`src/design/ldrs_pkg.sv`:
```
package ldrs_pkg;

  localparam int unsigned CellsDefault     = 64;
  localparam int unsigned RowLengthDefault = 16;

  localparam int unsigned IvlW    = 12;
  localparam int unsigned CfgIdxW = 2;

  localparam logic [7:0]      SpaceChar  = 8'h20;
  localparam logic [IvlW-1:0] ScanIvlRst = 12'd3749;
  localparam logic [IvlW-1:0] SettleRst  = 12'd4;
  localparam logic [IvlW-1:0] SetupRst   = 12'd1;
  localparam logic [IvlW-1:0] PulseRst   = 12'd8;

  typedef enum logic [CfgIdxW-1:0] {
    CFG_SCAN   = 2'd0,
    CFG_SETTLE = 2'd1,
    CFG_SETUP  = 2'd2,
    CFG_PULSE  = 2'd3
  } cfg_idx_e;

  typedef enum logic [3:0] {
    PH_CHECK      = 4'd0,
    PH_RS_CMD     = 4'd1,
    PH_HI_NIB     = 4'd2,
    PH_HI_EN_ON   = 4'd3,
    PH_HI_EN_OFF  = 4'd4,
    PH_LO_NIB     = 4'd5,
    PH_LO_EN_ON   = 4'd6,
    PH_LO_EN_OFF  = 4'd7,
    PH_RS_DATA    = 4'd8
  } phase_e;

  typedef enum logic [1:0] {
    BIT_KEEP = 2'd0,
    BIT_CLR  = 2'd1,
    BIT_SET  = 2'd2
  } bit_op_e;

  typedef enum logic [1:0] {
    NIB_NONE = 2'd0,
    NIB_HI   = 2'd1,
    NIB_LO   = 2'd2
  } nib_op_e;

  typedef enum logic [1:0] {
    IVL_KEEP   = 2'd0,
    IVL_SETTLE = 2'd1,
    IVL_SETUP  = 2'd2,
    IVL_PULSE  = 2'd3
  } ivl_sel_e;

  typedef enum logic [1:0] {
    JMP_NONE = 2'd0,
    JMP_SCAN = 2'd1,
    JMP_CMD  = 2'd2
  } jmp_e;

  typedef enum logic {
    CTL_IDLE = 1'b0,
    CTL_EXEC = 1'b1
  } ctl_state_e;

  typedef struct packed {
    bit_op_e  rs_op;
    bit_op_e  en_op;
    nib_op_e  nib_op;
    ivl_sel_e ivl_sel;
    bit_op_e  cmd_op;
    jmp_e     jmp;
    logic [3:0] next_ph;
  } ucode_t;

  typedef struct packed {
    logic       operation;
    logic [5:0] cell_index;
    logic [7:0] char_code;
  } item_t;

  typedef struct packed {
    logic            reg_select;
    logic            enable_pin;
    logic [3:0]      data_nibble;
    logic [IvlW-1:0] next_interval;
    logic            refresh_busy;
  } result_t;

  function automatic ucode_t ucode_rom(logic [3:0] ph);
    ucode_t w;
    w = '{rs_op: BIT_KEEP, en_op: BIT_KEEP, nib_op: NIB_NONE, ivl_sel: IVL_KEEP,
          cmd_op: BIT_KEEP, jmp: JMP_NONE, next_ph: PH_CHECK};
    unique case (ph)
      PH_CHECK: begin
        w.jmp     = JMP_SCAN;
        w.next_ph = PH_RS_CMD;
      end
      PH_RS_CMD: begin
        w.rs_op   = BIT_CLR;
        w.ivl_sel = IVL_SETTLE;
        w.cmd_op  = BIT_SET;
        w.next_ph = PH_HI_NIB;
      end
      PH_HI_NIB: begin
        w.nib_op  = NIB_HI;
        w.ivl_sel = IVL_SETUP;
        w.next_ph = PH_HI_EN_ON;
      end
      PH_HI_EN_ON: begin
        w.en_op   = BIT_SET;
        w.ivl_sel = IVL_PULSE;
        w.next_ph = PH_HI_EN_OFF;
      end
      PH_HI_EN_OFF: begin
        w.en_op   = BIT_CLR;
        w.next_ph = PH_LO_NIB;
      end
      PH_LO_NIB: begin
        w.nib_op  = NIB_LO;
        w.ivl_sel = IVL_SETUP;
        w.next_ph = PH_LO_EN_ON;
      end
      PH_LO_EN_ON: begin
        w.en_op   = BIT_SET;
        w.ivl_sel = IVL_PULSE;
        w.next_ph = PH_LO_EN_OFF;
      end
      PH_LO_EN_OFF: begin
        w.en_op   = BIT_CLR;
        w.jmp     = JMP_CMD;
        w.next_ph = PH_RS_DATA;
      end
      PH_RS_DATA: begin
        w.rs_op   = BIT_SET;
        w.ivl_sel = IVL_SETTLE;
        w.cmd_op  = BIT_CLR;
        w.next_ph = PH_HI_NIB;
      end
      default: begin
        w.next_ph = PH_CHECK;
      end
    endcase
    return w;
  endfunction

  function automatic logic [7:0] row_base(logic [1:0] row);
    logic [7:0] b;
    unique case (row)
      2'd0:    b = 8'h80;
      2'd1:    b = 8'hC0;
      2'd2:    b = 8'h90;
      default: b = 8'hD0;
    endcase
    return b;
  endfunction

endpackage

```
`src/design/lcd_diff_refresh_sequencer_unit.sv`:
```
// channel   direction  handshake                   payload
// item      in         start high, busy low         item_i (ldrs_pkg::item_t)
// result    out        result_valid_o, one cycle    result_o (ldrs_pkg::result_t)
// config    in         cfg_valid_i and cfg_ready_o  cfg_index_i, cfg_data_i
//
// a write item is done when it is taken; a tick item first reads both character
// memories at the scan position, then runs the control word of the phase
// the result strobe comes in the cycle after the item finishes
// reset clears control state and all valid bits, so every cell reads as space
// the receiver cannot stall; config is always ready
module lcd_diff_refresh_sequencer_unit #(
  parameter int unsigned CELLS      = ldrs_pkg::CellsDefault,
  parameter int unsigned ROW_LENGTH = ldrs_pkg::RowLengthDefault
) (
  input  logic                         clk_i,
  input  logic                         rst_ni,
  input  logic                         start,
  output logic                         busy,
  input  ldrs_pkg::item_t              item_i,
  output logic                         result_valid_o,
  output ldrs_pkg::result_t            result_o,
  input  logic                         cfg_valid_i,
  output logic                         cfg_ready_o,
  input  logic [ldrs_pkg::CfgIdxW-1:0] cfg_index_i,
  input  logic [ldrs_pkg::IvlW-1:0]    cfg_data_i
);

  localparam int unsigned AW = $clog2(CELLS);
  localparam int unsigned CW = $clog2(ROW_LENGTH);

  ldrs_pkg::ctl_state_e state_q, state_d;
  ldrs_pkg::phase_e     phase_q, phase_d;
  logic [AW-1:0]        pos_q, pos_d;
  logic [AW-1:0]        row_q, row_d;
  logic [CW-1:0]        col_q, col_d;
  logic                 cmd_q, cmd_d;
  logic                 rs_q, rs_d;
  logic                 en_q, en_d;
  logic [3:0]           nib_q, nib_d;
  logic [ldrs_pkg::IvlW-1:0] ivl_q, ivl_d;
  logic                 res_vld_q, res_vld_d;

  logic [ldrs_pkg::IvlW-1:0] scan_ivl_q, settle_ivl_q, setup_ivl_q, pulse_ivl_q;

  logic [7:0] wanted_mem [CELLS];
  logic [7:0] shown_mem  [CELLS];
  logic [CELLS-1:0] w_vld_q, s_vld_q;
  logic [7:0] w_rd_q, s_rd_q;
  logic       w_rd_vld_q, s_rd_vld_q;

  logic          accept, tick_acc, wr_acc, wr_in_range;
  logic [AW-1:0] wr_addr;
  logic [7:0]    wanted_cur, shown_cur;
  logic          w_we, s_we;
  logic [7:0]    w_wdata;
  logic [1:0]    row_sat;
  logic [7:0]    col, addr_cmd, byte_out;
  ldrs_pkg::ucode_t uw;

  assign accept      = start && !busy;
  assign tick_acc    = accept && !item_i.operation;
  assign wr_acc      = accept && item_i.operation;
  assign wr_in_range = 32'(item_i.cell_index) < CELLS;
  assign wr_addr     = AW'(item_i.cell_index);
  assign busy        = (state_q == ldrs_pkg::CTL_EXEC);
  assign cfg_ready_o = 1'b1;

  assign wanted_cur = w_rd_vld_q ? w_rd_q : ldrs_pkg::SpaceChar;
  assign shown_cur  = s_rd_vld_q ? s_rd_q : ldrs_pkg::SpaceChar;

  assign col      = 8'(col_q);
  assign row_sat  = (32'(row_q) > 32'd3) ? 2'd3 : row_q[1:0];
  assign addr_cmd = ldrs_pkg::row_base(row_sat) + col;
  assign byte_out = cmd_q ? addr_cmd : wanted_cur;

  assign uw = ldrs_pkg::ucode_rom(phase_q);

  always_comb begin
    state_d   = state_q;
    phase_d   = phase_q;
    pos_d     = pos_q;
    row_d     = row_q;
    col_d     = col_q;
    cmd_d     = cmd_q;
    rs_d      = rs_q;
    en_d      = en_q;
    nib_d     = nib_q;
    ivl_d     = ivl_q;
    res_vld_d = 1'b0;
    w_we      = 1'b0;
    s_we      = 1'b0;
    w_wdata   = shown_cur;
    unique case (state_q)
      ldrs_pkg::CTL_IDLE: begin
        if (tick_acc) begin
          state_d = ldrs_pkg::CTL_EXEC;
        end
        if (wr_acc) begin
          res_vld_d = 1'b1;
        end
      end
      ldrs_pkg::CTL_EXEC: begin
        state_d   = ldrs_pkg::CTL_IDLE;
        res_vld_d = 1'b1;
        phase_d   = ldrs_pkg::phase_e'(uw.next_ph);
        case (uw.rs_op)
          ldrs_pkg::BIT_CLR: rs_d = 1'b0;
          ldrs_pkg::BIT_SET: rs_d = 1'b1;
          default:           rs_d = rs_q;
        endcase
        case (uw.en_op)
          ldrs_pkg::BIT_CLR: en_d = 1'b0;
          ldrs_pkg::BIT_SET: en_d = 1'b1;
          default:           en_d = en_q;
        endcase
        case (uw.cmd_op)
          ldrs_pkg::BIT_CLR: cmd_d = 1'b0;
          ldrs_pkg::BIT_SET: cmd_d = 1'b1;
          default:           cmd_d = cmd_q;
        endcase
        case (uw.nib_op)
          ldrs_pkg::NIB_HI: nib_d = byte_out[7:4];
          ldrs_pkg::NIB_LO: nib_d = byte_out[3:0];
          default:          nib_d = nib_q;
        endcase
        case (uw.ivl_sel)
          ldrs_pkg::IVL_SETTLE: ivl_d = settle_ivl_q;
          ldrs_pkg::IVL_SETUP:  ivl_d = setup_ivl_q;
          ldrs_pkg::IVL_PULSE:  ivl_d = pulse_ivl_q;
          default:              ivl_d = ivl_q;
        endcase
        case (uw.jmp)
          ldrs_pkg::JMP_SCAN: begin
            if (shown_cur == wanted_cur) begin
              phase_d = ldrs_pkg::PH_CHECK;
              if (pos_q == AW'(CELLS - 1)) begin
                pos_d = '0;
                row_d = '0;
                col_d = '0;
              end else begin
                pos_d = pos_q + AW'(1);
                if (col_q == CW'(ROW_LENGTH - 1)) begin
                  col_d = '0;
                  row_d = row_q + AW'(1);
                end else begin
                  col_d = col_q + CW'(1);
                end
              end
            end else if (wanted_cur == 8'h00) begin
              phase_d = ldrs_pkg::PH_CHECK;
              w_we    = 1'b1;
              w_wdata = shown_cur;
            end
          end
          ldrs_pkg::JMP_CMD: begin
            if (!cmd_q) begin
              phase_d = ldrs_pkg::PH_CHECK;
              s_we    = 1'b1;
              ivl_d   = scan_ivl_q;
            end
          end
          default: begin
          end
        endcase
      end
      default: begin
        state_d = ldrs_pkg::CTL_IDLE;
      end
    endcase
  end

  always_ff @(posedge clk_i or negedge rst_ni) begin
    if (!rst_ni) begin
      state_q   <= ldrs_pkg::CTL_IDLE;
      phase_q   <= ldrs_pkg::PH_CHECK;
      pos_q     <= '0;
      row_q     <= '0;
      col_q     <= '0;
      cmd_q     <= 1'b0;
      rs_q      <= 1'b0;
      en_q      <= 1'b0;
      nib_q     <= 4'h0;
      ivl_q     <= ldrs_pkg::ScanIvlRst;
      res_vld_q <= 1'b0;
    end else begin
      state_q   <= state_d;
      phase_q   <= phase_d;
      pos_q     <= pos_d;
      row_q     <= row_d;
      col_q     <= col_d;
      cmd_q     <= cmd_d;
      rs_q      <= rs_d;
      en_q      <= en_d;
      nib_q     <= nib_d;
      ivl_q     <= ivl_d;
      res_vld_q <= res_vld_d;
    end
  end

  always_ff @(posedge clk_i or negedge rst_ni) begin
    if (!rst_ni) begin
      scan_ivl_q   <= ldrs_pkg::ScanIvlRst;
      settle_ivl_q <= ldrs_pkg::SettleRst;
      setup_ivl_q  <= ldrs_pkg::SetupRst;
      pulse_ivl_q  <= ldrs_pkg::PulseRst;
    end else if (cfg_valid_i && cfg_ready_o) begin
      unique case (ldrs_pkg::cfg_idx_e'(cfg_index_i))
        ldrs_pkg::CFG_SCAN:   scan_ivl_q   <= cfg_data_i;
        ldrs_pkg::CFG_SETTLE: settle_ivl_q <= cfg_data_i;
        ldrs_pkg::CFG_SETUP:  setup_ivl_q  <= cfg_data_i;
        ldrs_pkg::CFG_PULSE:  pulse_ivl_q  <= cfg_data_i;
        default: begin
        end
      endcase
    end
  end

  // valid bits: an entry never written reads as space
  always_ff @(posedge clk_i or negedge rst_ni) begin
    if (!rst_ni) begin
      w_vld_q    <= '0;
      s_vld_q    <= '0;
      w_rd_vld_q <= 1'b0;
      s_rd_vld_q <= 1'b0;
    end else begin
      if (wr_acc && wr_in_range) begin
        w_vld_q[wr_addr] <= 1'b1;
      end
      if (w_we) begin
        w_vld_q[pos_q] <= 1'b1;
      end
      if (s_we) begin
        s_vld_q[pos_q] <= 1'b1;
      end
      if (tick_acc) begin
        w_rd_vld_q <= w_vld_q[pos_q];
        s_rd_vld_q <= s_vld_q[pos_q];
      end
    end
  end

  always_ff @(posedge clk_i) begin
    if (wr_acc && wr_in_range) begin
      wanted_mem[wr_addr] <= item_i.char_code;
    end else if (w_we) begin
      wanted_mem[pos_q] <= w_wdata;
    end
    if (s_we) begin
      shown_mem[pos_q] <= wanted_cur;
    end
    if (tick_acc) begin
      w_rd_q <= wanted_mem[pos_q];
      s_rd_q <= shown_mem[pos_q];
    end
  end

  assign result_valid_o           = res_vld_q;
  assign result_o.reg_select      = rs_q;
  assign result_o.enable_pin      = en_q;
  assign result_o.data_nibble     = nib_q;
  assign result_o.next_interval   = ivl_q;
  assign result_o.refresh_busy    = (phase_q != ldrs_pkg::PH_CHECK);

  a_exec_gives_result: assert property (@(posedge clk_i) disable iff (!rst_ni)
    (state_q == ldrs_pkg::CTL_EXEC) |=> result_valid_o)
    else $error("tick finished without result strobe");

  a_phase_only_in_exec: assert property (@(posedge clk_i) disable iff (!rst_ni)
    (state_q != ldrs_pkg::CTL_EXEC) |=> $stable(phase_q))
    else $error("phase moved outside a tick");

  a_enable_phase: assert property (@(posedge clk_i) disable iff (!rst_ni)
    en_q |-> (phase_q == ldrs_pkg::PH_HI_EN_OFF || phase_q == ldrs_pkg::PH_LO_EN_OFF))
    else $error("enable high outside an enable pulse");

  a_pos_range: assert property (@(posedge clk_i) disable iff (!rst_ni)
    32'(pos_q) < CELLS)
    else $error("scan position out of range");

  a_tick_busy: assert property (@(posedge clk_i) disable iff (!rst_ni)
    tick_acc |=> busy)
    else $error("tick transfer did not start execution");

endmodule
```
`config.mk`:
```
export PLATFORM = sky130hd
export DESIGN_NAME = lcd_diff_refresh_sequencer_unit
export DESIGN_NICKNAME = d
export VERILOG_FILES = /design/src/design/ldrs_pkg.sv /design/src/design/lcd_diff_refresh_sequencer_unit.sv
export SDC_FILE = /design/constraint.sdc
export NUM_CORES = 1
export LEC_CHECK = 0
export ABC_AREA = 1
export BUFFER_PORTS_ARGS = -buffer_cell sky130_fd_sc_hd__buf_2
export CAP_MARGIN = 30
export CORE_MARGIN = 1.5
export CORE_UTILIZATION = 50
export CTS_CLUSTER_DIAMETER = 200
export DETAILED_ROUTE_END_ITERATION = 8
export GPL_ROUTABILITY_DRIVEN = 0
export PLACE_DENSITY = 0.65
export SYNTH_ARGS = -nofsm -noshare
export SYNTH_HDL_FRONTEND = slang
export SYNTH_SLANG_ARGS = --single-unit
```
`constraint.sdc`:
```
create_clock -name clk_i -period 11.7 [get_ports clk_i]
set_input_delay 0.585 -clock clk_i [delete_from_list [all_inputs] [get_ports clk_i]]
set_output_delay 0.585 -clock clk_i [all_outputs]
set_load 0.05 [all_outputs]
```
==> impl_metrics.env <==
export IMPL_hold_class="in -> reg"
export IMPL_first_global_vias=32060
export IMPL_crit_required_ns=12.05
export IMPL_synth_top_cell_area_share_pct=62.32
export IMPL_grt_pass1_wl_mm=207.8
export IMPL_pwr_share_clk_pct=42.0
export IMPL_crit_arrival_ns=5.01
export IMPL_worstHoldPathCells=3
export IMPL_synth_cell_types=50
export IMPL_nets=4288
export IMPL_clk_pin_slew_ns=0.06
export IMPL_via_per_inst=5.933
export IMPL_end_kind="flop"
export IMPL_fin_crit_sh_pct=39.85
export IMPL_swShare_pct=23.84
export IMPL_syn_nets=4228
export IMPL_setup_viol=0
export IMPL_layout_min_cycle_time_ns=4.663
export IMPL_totalWireLength_mm=139.7
export IMPL_crit_type="reg -> reg"
export IMPL_rows=115
export IMPL_yosysMostFrequentCell="nand2_1"
export IMPL_insertion_delay_ns=0.76
export IMPL_grt_max_degree=84
export IMPL_ys_async_sr_fraction_pct=17.39
export IMPL_clock_path_buffers=3
export IMPL_slew_headroom_pct=26.99
export IMPL_drc=0
export IMPL_core_area_um2=98850
export IMPL_power_frac_comb_pct=6.7
export IMPL_crit_path_start_kind="flop"
export IMPL_synth_area_leaders="edfxtp_1 (62%), dfrtp_1 (10%), nand2_1 (10%)"
export IMPL_fin_hold_ws_ns=0.1204
export IMPL_ys_warn_count=0
export IMPL_ys_ff_latch=1259
export IMPL_power_leakage_nw=20.11
export IMPL_fin_worst_skew_ns=0.03708
export IMPL_intPower_mw=7.396
export IMPL_track_usage_pct=27.43
export IMPL_ant_nets=0
export IMPL_die_area_um2=102100
export IMPL_grt_ovfl_total=0
export IMPL_irDropWorstVdd_mv=0.1304
export IMPL_die_y_um=319.6
export IMPL_wl_per_cell_um=24.76
export IMPL_cts_root_buf="clkbuf_16"
export IMPL_synth_area_per_cell_um2=11.98
export IMPL_cap_violations=0
export IMPL_postCtsSetupBuffers=0
export IMPL_dp_hpwl_mm=84.53
export IMPL_power_mw=9.712
export IMPL_final_core_util_pct=56.87
export IMPL_drt_iter0_drc=4364
export IMPL_first_pass_iters=6
export IMPL_io_buffer_count=53
export IMPL_powerDensity_nw_per_um2=172.8
export IMPL_syn_inst=4184
export IMPL_hold_viol=0
export IMPL_critical_path_peak_fanout=67
export IMPL_worstRegToRegCells=8
export IMPL_netlist_area_um2=50110
export IMPL_htreeDepth=4
export IMPL_die_x_um=319.6
export IMPL_synth_commonest_cells="nand2_1 (1333), edfxtp_1 (1040), o21ai_0 (302)"
export IMPL_cts_buffers_inserted=130
export IMPL_pwr_share_seq_pct=51.3
export IMPL_max_freq_mhz=214.5
export IMPL_synth_main_ff_cell="edfxtp_1"
export IMPL_rsz0062_at_grt="no"
export IMPL_tightest_slew_ns=1.091
export IMPL_start_util_pct=50.69
export IMPL_setup_tns_ns=0
export IMPL_maxSlewViolCount=0
export IMPL_synth_edff_count=1040
export IMPL_switchingPower_mw=2.315
export IMPL_yosys_area_top_type="edfxtp_1"
export IMPL_drive_above_1_share_pct=10.39
export IMPL_antenna_found_initial=8
export IMPL_tritoncts="done"
export IMPL_pin_count=55
export IMPL_clock_sinks=1259
export IMPL_num_vias=33480
export IMPL_ys_seq_area_share_pct=73.30
export IMPL_syn_to_final_growth_pct=12.19
export IMPL_status="complete, no violations"
## metal layers
metal | up-vias | global-route usage (%) | wire length (um)
met1 | 16550 | 38.43 | 57350
li1 | 14890 | - | -
met3 | 311 | 6.288 | 13530
met4 | 12 | 11.16 | 5476
met2 | 1711 | 41.63 | 63290
met5 | - | 0 | 76
## cells by family after synthesis
kind of cell	synth area share (%)
simple gates	16.06
flops	73.30
compound gates	7.339
buf+inv	2.866
fa+ha+maj	0.2747
xor+xnor	0.1049
mux	0.04494
other cells	0.007484
## cell usage in the layout, fill, tap and decap left out, types with 72 or more instances in the layout
master,count
a21oi_1,129
a22oi_1,125
buf_4,72
clkbuf_16,132
dfrtp_1,201
edfxtp_1,1040
inv_1,137
nand2_1,1332
nand3_1,96
nand4_1,159
nor2_1,225
o21ai_0,294
## final timing paths
path                       slack [ns]          start         endpoint
max                              7.04       pos_q[1]  shown_mem[1][5]
min                              0.12  cfg_data_i[3]   pulse_ivl_q[3]
max reg2reg                      7.04       pos_q[1]  shown_mem[1][5]
min reg2reg                      0.46    s_vld_q[16]      s_vld_q[16]
max in group asynchronous        9.33         rst_ni   setup_ivl_q[2]
min in group asynchronous        0.45         rst_ni      s_vld_q[41]
## sequential cells by signal, summed over array words and instances (netlist names)
signal          cells
s_vld_q            64
rs_q                1
nib_q               4
w_vld_q            64
result_valid_o      1
s_rd_q              8
col_q               4
cmd_q               1
ivl_q              12
shown_mem         512
en_q                1
pulse_ivl_q        12
pos_q               6
scan_ivl_q         12
phase_q             4
settle_ivl_q       12
w_rd_q              8
s_rd_vld_q          1
w_rd_vld_q          1
busy                1
wanted_mem        512
setup_ivl_q        12
row_q               6
## worst max-delay path: stages, from the launching register on
cell and delay [ns]:
dfrtp_1 0.37, inv_1 0.34, buf_4 0.36, nand3_1 0.24
buf_4 0.29, inv_4 0.72, buf_4 0.92, nand2_1 0.18
nor2_1 0.75
## stage by stage
stage,setup WS [ns],instances,area [um^2]
floorplan,6.565,4184,50110
global placement,7.025,5378,51770
detailed placement,7.144,5388,51890
CTS,7.084,5630,56120
global route,6.855,5639,56210
finish,7.037,5642,56220
## power by group through the flow
stage	Sequential, mW	Combinational (mW)	Clock (mW)
detailed placement	5.08	0.642	0
global placement	5.08	0.628	0
floorplan	5.15	0.322	0
global route	4.99	0.705	4.29
finish	4.99	0.649	4.08
CTS	4.99	0.644	4.12
## layout make-up
class                      count  area, um^2
timing repair buffer         134       950.9
inverter                     156       610.6
tap                         1287        1610
fill                        8060       42630
clock inverter                71       706.9
sequential                  1259       36730
clock buffer                 169        3502
antenna                        3       7.507
multi-input combinational   2563       12100
## timing repair
item	4_1_cts	5_1_grt
hold buffers	2	0
endpoints found under the hold margin	81	0
gates resized for setup	0	0
(Power assumes the default switching activity.)
